===== config.mk =====
export PLATFORM = sky130hd
export DESIGN_NAME = sha1_message_hasher_top_flat
export DESIGN_NICKNAME = d
export VERILOG_FILES = /design/src/hdl/sha1h_pkg.sv /design/src/hdl/sha1h_if.sv /design/src/hdl/sha1h_round_unit.sv /design/src/hdl/sha1_message_hasher_top.sv /design/src/flat_wrapper.sv
export SDC_FILE = /design/constraint.sdc
export NUM_CORES = 2
export LEC_CHECK = 0
export BUFFER_PORTS_ARGS = -buffer_cell sky130_fd_sc_hd__buf_2
export CORE_ASPECT_RATIO = 0.9
export CORE_MARGIN = 5
export CORE_UTILIZATION = 60
export DETAILED_ROUTE_END_ITERATION = 8
export PLACE_DENSITY_LB_ADDON = 0.2
export SYNTH_ARGS = -nofsm -noshare
export SYNTH_HDL_FRONTEND = slang
export SYNTH_SLANG_ARGS = --single-unit

===== constraint.sdc =====
create_clock -name clk -period 41.4 [get_ports clk]
set_input_delay 6.21 -clock clk [delete_from_list [all_inputs] [get_ports clk]]
set_output_delay 6.21 -clock clk [all_outputs]
set_load 0.01 [all_outputs]

===== src/hdl/sha1h_pkg.sv =====
// Shared types, constants and helper functions for the SHA-1 message hasher.
// No dependencies; imported by the interfaces' users, the round unit and the top level.
package sha1h_pkg;

  localparam int unsigned CHAIN_WORDS = 5;
  localparam int unsigned ROUNDS      = 80;
  localparam int unsigned SCHED_WORDS = 16;

  localparam logic [31:0] H0 = 32'h67452301;
  localparam logic [31:0] H1 = 32'hEFCDAB89;
  localparam logic [31:0] H2 = 32'h98BADCFE;
  localparam logic [31:0] H3 = 32'h10325476;
  localparam logic [31:0] H4 = 32'hC3D2E1F0;

  localparam logic [31:0] K0 = 32'h5A827999;
  localparam logic [31:0] K1 = 32'h6ED9EBA1;
  localparam logic [31:0] K2 = 32'h8F1BBCDC;
  localparam logic [31:0] K3 = 32'hCA62C1D6;

  localparam logic [7:0] PAD_BYTE = 8'h80;

  // Control from the sequencer to the round unit
  typedef struct packed {
    logic       shift;     // shift working words, new word enters at e
    logic       step;      // perform one compression round
    logic [6:0] round_idx; // current round, 0..79
  } sha1h_ctl_t;

  // Initial chaining value for one word position
  function automatic logic [31:0] init_word(input logic [2:0] idx);
    logic [31:0] w;
    case (idx)
      3'd0:    w = H0;
      3'd1:    w = H1;
      3'd2:    w = H2;
      3'd3:    w = H3;
      3'd4:    w = H4;
      default: w = '0;
    endcase
    return w;
  endfunction

  // Round constant by round number
  function automatic logic [31:0] round_k(input logic [6:0] r);
    logic [31:0] k;
    if (r < 7'd20)      k = K0;
    else if (r < 7'd40) k = K1;
    else if (r < 7'd60) k = K2;
    else                k = K3;
    return k;
  endfunction

endpackage


===== src/hdl/sha1h_if.sv =====
// Handshake interfaces for the message byte channel and the digest word channel.
// No dependencies.
interface sha1h_msg_if;
  logic       valid;
  logic       ready;
  logic [7:0] message_byte;
  logic       byte_valid;
  logic       end_of_message;

  modport source (output valid, message_byte, byte_valid, end_of_message, input ready);
  modport sink   (input valid, message_byte, byte_valid, end_of_message, output ready);
endinterface

interface sha1h_digest_if;
  logic        valid;
  logic        ready;
  logic [31:0] digest_word;
  logic [2:0]  word_index;
  logic        last_word;

  modport source (output valid, digest_word, word_index, last_word, input ready);
  modport sink   (input valid, digest_word, word_index, last_word, output ready);
endinterface


===== src/hdl/sha1h_round_unit.sv =====
// SHA-1 round datapath: working words a..e and the 16-word schedule window.
// Depends on sha1h_pkg; driven by the sequencer in sha1_message_hasher_top.
module sha1h_round_unit import sha1h_pkg::*; (
  input  logic        clk,
  input  sha1h_ctl_t  ctl,
  input  logic [31:0] shift_data,
  input  logic [31:0] msg_word,
  output logic [31:0] a_word
);

  logic [31:0] a, b, c, d, e;
  logic [31:0] win [SCHED_WORDS];
  logic [31:0] sched_x;
  logic [31:0] w_cur;
  logic [31:0] f;
  logic [31:0] t;

  // Message word: the msg_word input for the first 16 rounds, else expanded
  always_comb begin
    sched_x = win[13] ^ win[8] ^ win[2] ^ win[0];
    if (ctl.round_idx < 7'(SCHED_WORDS)) begin
      w_cur = msg_word;
    end else begin
      w_cur = {sched_x[30:0], sched_x[31]};
    end
  end

  // Round function
  always_comb begin
    if (ctl.round_idx < 7'd20) begin
      f = (b & c) | (~b & d);
    end else if (ctl.round_idx < 7'd40) begin
      f = b ^ c ^ d;
    end else if (ctl.round_idx < 7'd60) begin
      f = (b & c) | (b & d) | (c & d);
    end else begin
      f = b ^ c ^ d;
    end
    t = {a[26:0], a[31:27]} + f + e + round_k(ctl.round_idx) + w_cur;
  end

  // Working words: load/unload by shifting, or one round
  always_ff @(posedge clk) begin
    if (ctl.shift) begin
      a <= b;
      b <= c;
      c <= d;
      d <= e;
      e <= shift_data;
    end else if (ctl.step) begin
      e <= d;
      d <= c;
      c <= {b[1:0], b[31:2]};
      b <= a;
      a <= t;
    end
  end

  // Schedule window, newest word at the top
  always_ff @(posedge clk) begin
    if (ctl.step) begin
      for (int i = 0; i < SCHED_WORDS - 1; i++) begin
        win[i] <= win[i+1];
      end
      win[SCHED_WORDS-1] <= w_cur;
    end
  end

  assign a_word = a;

endmodule


===== src/hdl/sha1_message_hasher_top.sv =====
// Top level of the SHA-1 message hasher: byte packing, padding, sequencing,
// block and chaining memories. Depends on sha1h_pkg, sha1h_if and sha1h_round_unit.
//
//  channel  | dir | payload                                   | notes
//  ---------+-----+-------------------------------------------+-------------------------
//  msg      | in  | message_byte[7:0] byte_valid end_of_message | at most one byte per item
//  digest   | out | digest_word[31:0] word_index[2:0] last_word | five items per message
//
// An item is taken only while the sequencer is idle, so never while a block is being compressed.
// Each block loads the chaining words from their memory into the round unit, runs
// 80 rounds on the single round unit, then adds and writes the chaining words back.
// An ending item adds a padding setup state, one or two blocks, then a read and a show state per digest word.
// Synchronous reset; no item is taken while a block runs or the digest is out,
// and a stalled digest word is held until taken.
module sha1_message_hasher_top import sha1h_pkg::*; (
  input  logic                  clk,
  input  logic                  rst,
  sha1h_msg_if.sink             msg,
  sha1h_digest_if.source        digest
);

  localparam logic [2:0] S_IDLE  = 3'd0;
  localparam logic [2:0] S_PAD   = 3'd1;
  localparam logic [2:0] S_LOAD  = 3'd2;
  localparam logic [2:0] S_ROUND = 3'd3;
  localparam logic [2:0] S_WB    = 3'd4;
  localparam logic [2:0] S_RD    = 3'd5;
  localparam logic [2:0] S_SHOW  = 3'd6;

  // What follows the block now being compressed
  localparam logic [1:0] NX_IDLE   = 2'd0;
  localparam logic [1:0] NX_PAD    = 2'd1;
  localparam logic [1:0] NX_SECOND = 2'd2;
  localparam logic [1:0] NX_OUT    = 2'd3;

  localparam logic [6:0] LAST_ROUND = 7'(ROUNDS - 1);
  localparam logic [6:0] XFER_END   = 7'(CHAIN_WORDS);
  localparam logic [2:0] LAST_IDX   = 3'(CHAIN_WORDS - 1);

  logic [2:0]  state;
  logic [6:0]  cnt;
  logic [1:0]  after;
  logic [5:0]  fill;
  logic [63:0] bit_length;
  logic [23:0] pack;
  logic        fresh;
  logic        pad_on;
  logic        len_on;
  logic [3:0]  pad_idx;
  logic [31:0] pad_word;
  logic [2:0]  out_idx;
  logic        sh_pend;
  logic        wb_pend;
  logic [2:0]  wb_addr;

  logic        msg_acc;
  logic        buf_we;
  logic [3:0]  buf_raddr;
  logic [31:0] buf_q;
  logic [31:0] buf_mem [SCHED_WORDS];
  logic [2:0]  chain_raddr;
  logic [31:0] chain_q;
  logic [31:0] chain_mem [CHAIN_WORDS];
  logic [31:0] chain_wd;
  logic [31:0] pad_compose;
  logic [31:0] msg_word;
  logic [31:0] a_word;
  sha1h_ctl_t  ctl;

  assign msg.ready         = (state == S_IDLE);
  assign msg_acc           = msg.valid && msg.ready;
  assign digest.valid      = (state == S_SHOW);
  assign digest.digest_word = chain_q;
  assign digest.word_index = out_idx;
  assign digest.last_word  = (out_idx == LAST_IDX);

  // Word holding the 0x80 marker after the bytes already packed
  always_comb begin
    case (fill[1:0])
      2'd0:    pad_compose = {PAD_BYTE, 24'h0};
      2'd1:    pad_compose = {pack[7:0], PAD_BYTE, 16'h0};
      2'd2:    pad_compose = {pack[15:0], PAD_BYTE, 8'h0};
      default: pad_compose = {pack[23:0], PAD_BYTE};
    endcase
  end

  // Message word seen by the rounds: buffer, padding word, zeros or length
  always_comb begin
    if (len_on && cnt[3:0] == 4'd14) begin
      msg_word = bit_length[63:32];
    end else if (len_on && cnt[3:0] == 4'd15) begin
      msg_word = bit_length[31:0];
    end else if (pad_on && cnt[3:0] == pad_idx) begin
      msg_word = pad_word;
    end else if (pad_on && cnt[3:0] > pad_idx) begin
      msg_word = '0;
    end else begin
      msg_word = buf_q;
    end
  end

  // Block buffer memory: one word written per four bytes, read one ahead of the rounds
  assign buf_we    = msg_acc && msg.byte_valid && (fill[1:0] == 2'd3);
  assign buf_raddr = (state == S_ROUND) ? cnt[3:0] + 4'd1 : 4'd0;

  always_ff @(posedge clk) begin
    if (buf_we) begin
      buf_mem[fill[5:2]] <= {pack, msg.message_byte};
    end
    buf_q <= buf_mem[buf_raddr];
  end

  // Chaining memory; reads return the initial values until a message's first writeback completes
  always_comb begin
    case (state) inside
      S_LOAD, S_WB: chain_raddr = cnt[2:0];
      S_RD, S_SHOW: chain_raddr = out_idx;
      default:      chain_raddr = 3'd0;
    endcase
  end

  assign chain_wd = chain_q + a_word;

  always_ff @(posedge clk) begin
    if (wb_pend) begin
      chain_mem[wb_addr] <= chain_wd;
    end
    chain_q <= fresh ? init_word(chain_raddr) : chain_mem[chain_raddr];
  end

  // Round unit control
  assign ctl.shift     = sh_pend;
  assign ctl.step      = (state == S_ROUND);
  assign ctl.round_idx = cnt;

  sha1h_round_unit u_round (
    .clk        (clk),
    .ctl        (ctl),
    .shift_data (chain_q),
    .msg_word   (msg_word),
    .a_word     (a_word)
  );

  // Pending shift/writeback, in the cycle after each chaining memory read is issued
  always_ff @(posedge clk) begin
    if (rst) begin
      sh_pend <= 1'b0;
      wb_pend <= 1'b0;
      wb_addr <= '0;
    end else begin
      sh_pend <= (state == S_LOAD || state == S_WB) && (cnt < XFER_END);
      wb_pend <= (state == S_WB) && (cnt < XFER_END);
      wb_addr <= cnt[2:0];
    end
  end

  // Byte packing register
  always_ff @(posedge clk) begin
    if (msg_acc && msg.byte_valid) begin
      pack <= {pack[15:0], msg.message_byte};
    end
  end

  // Padding descriptors
  always_ff @(posedge clk) begin
    if (state == S_IDLE && msg_acc && msg.byte_valid && fill == 6'd63) begin
      pad_on <= 1'b0;
      len_on <= 1'b0;
    end else if (state == S_PAD) begin
      pad_on   <= 1'b1;
      pad_idx  <= fill[5:2];
      pad_word <= pad_compose;
      len_on   <= (fill[5:3] != 3'd7);
    end else if (state == S_WB && cnt == XFER_END && after == NX_SECOND) begin
      pad_on   <= 1'b1;
      pad_idx  <= 4'd0;
      pad_word <= '0;
      len_on   <= 1'b1;
    end
  end

  // Sequencer
  always_ff @(posedge clk) begin
    if (rst) begin
      state      <= S_IDLE;
      cnt        <= '0;
      after      <= NX_IDLE;
      fill       <= '0;
      bit_length <= '0;
      fresh      <= 1'b1;
      out_idx    <= '0;
    end else begin
      unique case (state)
        S_IDLE: begin
          if (msg_acc) begin
            if (msg.byte_valid) begin
              fill       <= fill + 6'd1;
              bit_length <= bit_length + 64'd8;
            end
            if (msg.byte_valid && fill == 6'd63) begin
              state <= S_LOAD;
              cnt   <= '0;
              after <= msg.end_of_message ? NX_PAD : NX_IDLE;
            end else if (msg.end_of_message) begin
              state <= S_PAD;
            end
          end
        end
        S_PAD: begin
          state <= S_LOAD;
          cnt   <= '0;
          after <= (fill[5:3] == 3'd7) ? NX_SECOND : NX_OUT;
        end
        S_LOAD: begin
          if (cnt == XFER_END) begin
            state <= S_ROUND;
            cnt   <= '0;
          end else begin
            cnt <= cnt + 7'd1;
          end
        end
        S_ROUND: begin
          if (cnt == LAST_ROUND) begin
            state <= S_WB;
            cnt   <= '0;
          end else begin
            cnt <= cnt + 7'd1;
          end
        end
        S_WB: begin
          if (cnt == XFER_END) begin
            fresh <= 1'b0;
            cnt   <= '0;
            case (after)
              NX_IDLE:   state <= S_IDLE;
              NX_PAD:    state <= S_PAD;
              NX_SECOND: begin
                state <= S_LOAD;
                after <= NX_OUT;
              end
              default: begin
                state   <= S_RD;
                out_idx <= '0;
              end
            endcase
          end else begin
            cnt <= cnt + 7'd1;
          end
        end
        S_RD: begin
          state <= S_SHOW;
        end
        S_SHOW: begin
          if (digest.ready) begin
            if (out_idx == LAST_IDX) begin
              state      <= S_IDLE;
              fresh      <= 1'b1;
              fill       <= '0;
              bit_length <= '0;
            end else begin
              state   <= S_RD;
              out_idx <= out_idx + 3'd1;
            end
          end
        end
        default: state <= S_IDLE;
      endcase
    end
  end

  // Checks
  a_no_op_clash: assert property (@(posedge clk) disable iff (rst)
    !(ctl.shift && ctl.step))
    else $error("round unit asked to shift and step together");

  a_out_blocks_in: assert property (@(posedge clk) disable iff (rst)
    digest.valid |-> !msg.ready)
    else $error("input taken while digest is out");

  a_full_block_starts: assert property (@(posedge clk) disable iff (rst)
    (msg_acc && msg.byte_valid && fill == 6'd63) |=> (state == S_LOAD))
    else $error("full block did not start compression");

  a_restart: assert property (@(posedge clk) disable iff (rst)
    (digest.valid && digest.ready && digest.last_word)
      |=> (fill == 6'd0 && bit_length == 64'd0 && fresh))
    else $error("message state not restored after digest");

  a_round_range: assert property (@(posedge clk) disable iff (rst)
    (state == S_ROUND) |-> (cnt <= LAST_ROUND))
    else $error("round counter out of range");

endmodule


===== src/flat_wrapper.sv =====
// flat-port wrapper written by rule: the top's interface ports become plain ports
module sha1_message_hasher_top_flat import sha1h_pkg::*;
  (clk, rst, msg_valid, msg_message_byte, msg_byte_valid, msg_end_of_message, msg_ready, digest_valid, digest_digest_word, digest_word_index, digest_last_word, digest_ready);
  sha1h_msg_if msg_i ();
  sha1h_digest_if digest_i ();
  input  logic clk;
  input  logic rst;
  input wire logic [$bits(msg_i.valid)-1:0] msg_valid;
  input wire logic [$bits(msg_i.message_byte)-1:0] msg_message_byte;
  input wire logic [$bits(msg_i.byte_valid)-1:0] msg_byte_valid;
  input wire logic [$bits(msg_i.end_of_message)-1:0] msg_end_of_message;
  output wire logic [$bits(msg_i.ready)-1:0] msg_ready;
  output wire logic [$bits(digest_i.valid)-1:0] digest_valid;
  output wire logic [$bits(digest_i.digest_word)-1:0] digest_digest_word;
  output wire logic [$bits(digest_i.word_index)-1:0] digest_word_index;
  output wire logic [$bits(digest_i.last_word)-1:0] digest_last_word;
  input wire logic [$bits(digest_i.ready)-1:0] digest_ready;
  assign msg_i.valid = msg_valid;
  assign msg_i.message_byte = msg_message_byte;
  assign msg_i.byte_valid = msg_byte_valid;
  assign msg_i.end_of_message = msg_end_of_message;
  assign msg_ready = msg_i.ready;
  assign digest_valid = digest_i.valid;
  assign digest_digest_word = digest_i.digest_word;
  assign digest_word_index = digest_i.word_index;
  assign digest_last_word = digest_i.last_word;
  assign digest_i.ready = digest_ready;
  sha1_message_hasher_top u_core (.clk(clk), .rst(rst), .msg(msg_i), .digest(digest_i));
endmodule

==> out/metrics.cfg <==
[status]
status = complete, no violations

[cells_and_area]
multi_input_gate_area_in_the_final_layout_um2 = 18900
nFillCells = 7494
areaGrowthSynthToFinish_pct = 10.3
drive_gt1_share_pct = 11.5
sequential_standard_cell_area_um2 = 45000
fin_nets = 4698

[die]
start_util_pct = 60.5
io_pins = 52
dieWidth_um = 357
core_area_um2 = 108000
num_rows = 114
die_height_um = 323
fp.dieArea_um2 = 115000

[power]
powerDensity_nw_per_um2 = 69.0
leakagePower_nw = 24.2
design_power_total_mw = 4.96
ir_drop_uv = 82.3
power_frac_seq_pct = 40.4
internal_power_mw = 3.33
switching_fraction_pct = 32.7
netSwitchingPower_mw = 1.62
comb_power_share_pct = 32.8
clkPwrFrac_pct = 26.8

[drt]
wl_um = 143000
detail_route.wl_per_cell_um = 23.6
drt_iter0_markers = 4251
met3_wirelength_um = 11500
topRoutingLayerUsed = met4
drt_pre_antenna_iters = 5
m1WireLength_um = 63300
vias_per_cell = 6.08
drc = 0
route.met2.wl_um = 65200
vias = 36823
drt.antenna.violating_nets = 0

[critical_path]
critical_path.max_stage_delay_ps = 860
setup.worst_path.end_class = flop
critical_path.max_fanout = 31
cp.required_ps = 41830
criticalPathCategory = primary input to flop
cp_slowest_cell = sky130_fd_sc_hd__nor3_2
timing.critical_path.arrival_ps = 8940
crit_path_cell_trace = buf_2 -> and3_2 -> nand4b_1 -> nor3_2 -> buf_4
setup.worst_path.start_class = primary input

[placement]
detailed_place_hpwl_um = 90700
place.gp.congestion = 0.856
port_buffers = 51

[hold_path]
hold_class = flop to flop

[synthesis]
synth-seq-cells = 1551
yosysTopAreaCellShare_pct = 64.4
synth_top_family_by_area = compound AO/OA/AOI/OAI gates
yosysSeqAreaShare_pct = 69.2
syn_inst = 4440
synth_simple_gate_area_share_pct = 7.10
yosysUniqueCellTypes = 68
netlist_area_pre_place_um2 = 65100
synth_async_sr_flop_share_pct = 0
synth_fa_ha_area_share_pct = 5.32
synthesis.yosys.warnings = 0
synth-compound-area-share_pct = 8.01
most_numerous_cell_in_the_yosys_netlist = sky130_fd_sc_hd__edfxtp_1
synth.largest_area_cell = sky130_fd_sc_hd__edfxtp_1
synthesis.nets = 4658
synth_top_cells_by_count = 1397 x sky130_fd_sc_hd__edfxtp_1, 479 x sky130_fd_sc_hd__nand2_1, 219 x sky130_fd_sc_hd__nor2_1, 193 x sky130_fd_sc_hd__clkbuf_1, 167 x sky130_fd_sc_hd__inv_1
yosys_most_used_dff = sky130_fd_sc_hd__edfxtp_1
share_of_cell_area_taken_by_muxes_after_synthesis_pct = 5.33
yosys-top-cells-area = sky130_fd_sc_hd__edfxtp_1 64%, sky130_fd_sc_hd__dfxtp_1 4.7%, sky130_fd_sc_hd__fa_1 3.7%, sky130_fd_sc_hd__nand2_1 2.8%, sky130_fd_sc_hd__mux2i_1 2.5%
synth_xor_area_share_pct = 2.85
synth_enable_flop_cells = 1397
post_synth.cell_area_avg_um2 = 14.7

[global_routing]
grt_use_total_pct = 24.8
grt.overflow.total = 0
antenna_violations_before_repair = 4
wire_length_of_the_first_global_routing_pass_um = 215000
first_global_vias = 34820
grt_start_max_net_pins = 207

[clocking]
htree_levels = 4
clock-sinks = 1551
root_buffer = sky130_fd_sc_hd__clkbuf_16
clock_tree_from_tritoncts = yes
cts_repair_resized_insts = 0
buffers_from_clock_root_to_sink_at_most = 3
worst_setup_hold_path_clk_slew_ps = 60
clk_latency_ps = 770
cts_setup_buffers = 0
postCtsHoldBufs = 0
numCtsBuffers = 150

[job]
cap_violations = 0

[timing]
grt_setup_unrepaired = false
worstMarginPinSlew_ps = 1200
final_period_minus_worst_setup_slack_ps = 8520
tns_ps = 0
final_hold_viol_count = 0
setup_viol = 0
slew_headroom_pct = 19.7
final.setup_skew_ps = 32.6
max_clock_freq_mhz = 117
final_max_slew_viol_count = 0
layout_worst_path_cycle_share_pct = 20.6

## worst paths after layout
path	startpoint	to	slack, ps	cells after the start
worst max register to register	u_core.cnt[0]	u_core.u_round.a_word[23]	33740	27
worst max-delay path	msg_valid	u_core.buf_mem[8][1]	32880	5
worst min-delay path	u_core.u_round.win[1][49]	u_core.u_round.win[1][17]	390	0
worst min register to register	u_core.u_round.win[1][49]	u_core.u_round.win[1][17]	390	0
## layer usage
metal  global-route usage (%)  up-vias
met5                        0        -
met4                     6.26        0
met3                     4.49      207
met2                     37.5     1419
met1                     38.1    18485
li1                         -    16712
## placed cells by master (no fill, tap or decap), types with 36 or more instances in the layout
| cell type | n |
|---|---|
| sky130_fd_sc_hd__edfxtp_1 | 1397 |
| sky130_fd_sc_hd__nand2_1 | 477 |
| sky130_fd_sc_hd__nor2_1 | 202 |
| sky130_fd_sc_hd__inv_1 | 165 |
| sky130_fd_sc_hd__mux2i_1 | 161 |
| sky130_fd_sc_hd__clkbuf_16 | 155 |
| sky130_fd_sc_hd__dfxtp_1 | 152 |
| sky130_fd_sc_hd__a21oi_1 | 141 |
| sky130_fd_sc_hd__o21ai_0 | 130 |
| sky130_fd_sc_hd__a211oi_1 | 126 |
| sky130_fd_sc_hd__fa_1 | 121 |
| sky130_fd_sc_hd__xnor2_1 | 118 |
| sky130_fd_sc_hd__mux2_2 | 101 |
| sky130_fd_sc_hd__xor2_1 | 94 |
| sky130_fd_sc_hd__ha_1 | 83 |
| sky130_fd_sc_hd__nor2b_1 | 77 |
| sky130_fd_sc_hd__a311oi_1 | 67 |
| sky130_fd_sc_hd__a31oi_1 | 61 |
| sky130_fd_sc_hd__and3_1 | 55 |
| sky130_fd_sc_hd__nand3_1 | 52 |
| sky130_fd_sc_hd__buf_2 | 51 |
| sky130_fd_sc_hd__buf_4 | 50 |
| sky130_fd_sc_hd__a22oi_1 | 43 |
| sky130_fd_sc_hd__a21o_1 | 36 |
## layout make-up
cell class,instances,share of cell area (%)
repair buffers,104,0.961
well taps,1450,2.53
flip-flops and latches,1551,62.7
multi-input cells,2505,26.3
clock inverters,74,0.893
inverters,168,0.888
diodes,5,0.0174
clock buffers,196,5.75
## cells by family (layout without fill, tap and decap cells)
group | Yosys count | in the layout
compound gates | 770 | 770
buf+inv | 384 | 542
flops | 1551 | 1551
other cells | 0 | 5
xor+xnor | 212 | 212
fa+ha+maj | 204 | 204
mux | 294 | 294
simple gates | 1025 | 1025
## registers in the layout, summed over array words and instances, names as in the netlist, 6 cells and up
| name | flops |
|---|---|
| u_core.bit_length | 61 |
| u_core.buf_mem | 512 |
| u_core.buf_q | 32 |
| u_core.chain_mem | 160 |
| u_core.cnt | 7 |
| u_core.digest.digest_word | 32 |
| u_core.fill | 6 |
| u_core.pack | 24 |
| u_core.pad_word | 25 |
| u_core.u_round.a_word | 32 |
| u_core.u_round.b | 32 |
| u_core.u_round.c | 32 |
| u_core.u_round.d | 32 |
| u_core.u_round.e | 32 |
| u_core.u_round.win | 512 |
## worst max-delay path: cells and delay by family
family                 cells  cell delay [ps]
buffers and inverters      2              610
and+or+nand+nor            3             2050
## stage by stage
stage	setup WS, ps	instance area, µm²	hold WS (ps)	utilization [%]	instances
after global placement	32230	67100	400	62.3	5778
after detailed placement	32110	67100	405	62.3	5778
after floorplan	27560	65100	400	-	4440
after CTS	32920	71800	394	66.8	6048
after global routing	32740	71800	400	66.8	6049
final	32880	71800	393	66.8	6053
## power groups by stage
| stage | clock network, mW | registers, mW | logic, mW |
|---|---|---|---|
| 5_1_grt | 1.42 | 2.01 | 1.81 |
| 2_1_floorplan | 0 | 2.00 | 1.21 |
| 3_5_place_dp | 0 | 2.04 | 1.59 |
| 6_report | 1.33 | 2.00 | 1.62 |
| 4_1_cts | 1.35 | 2.00 | 1.61 |
| 3_3_place_gp | 0 | 2.03 | 1.55 |
No activity file was read; power rests on OpenSTA's default activity.
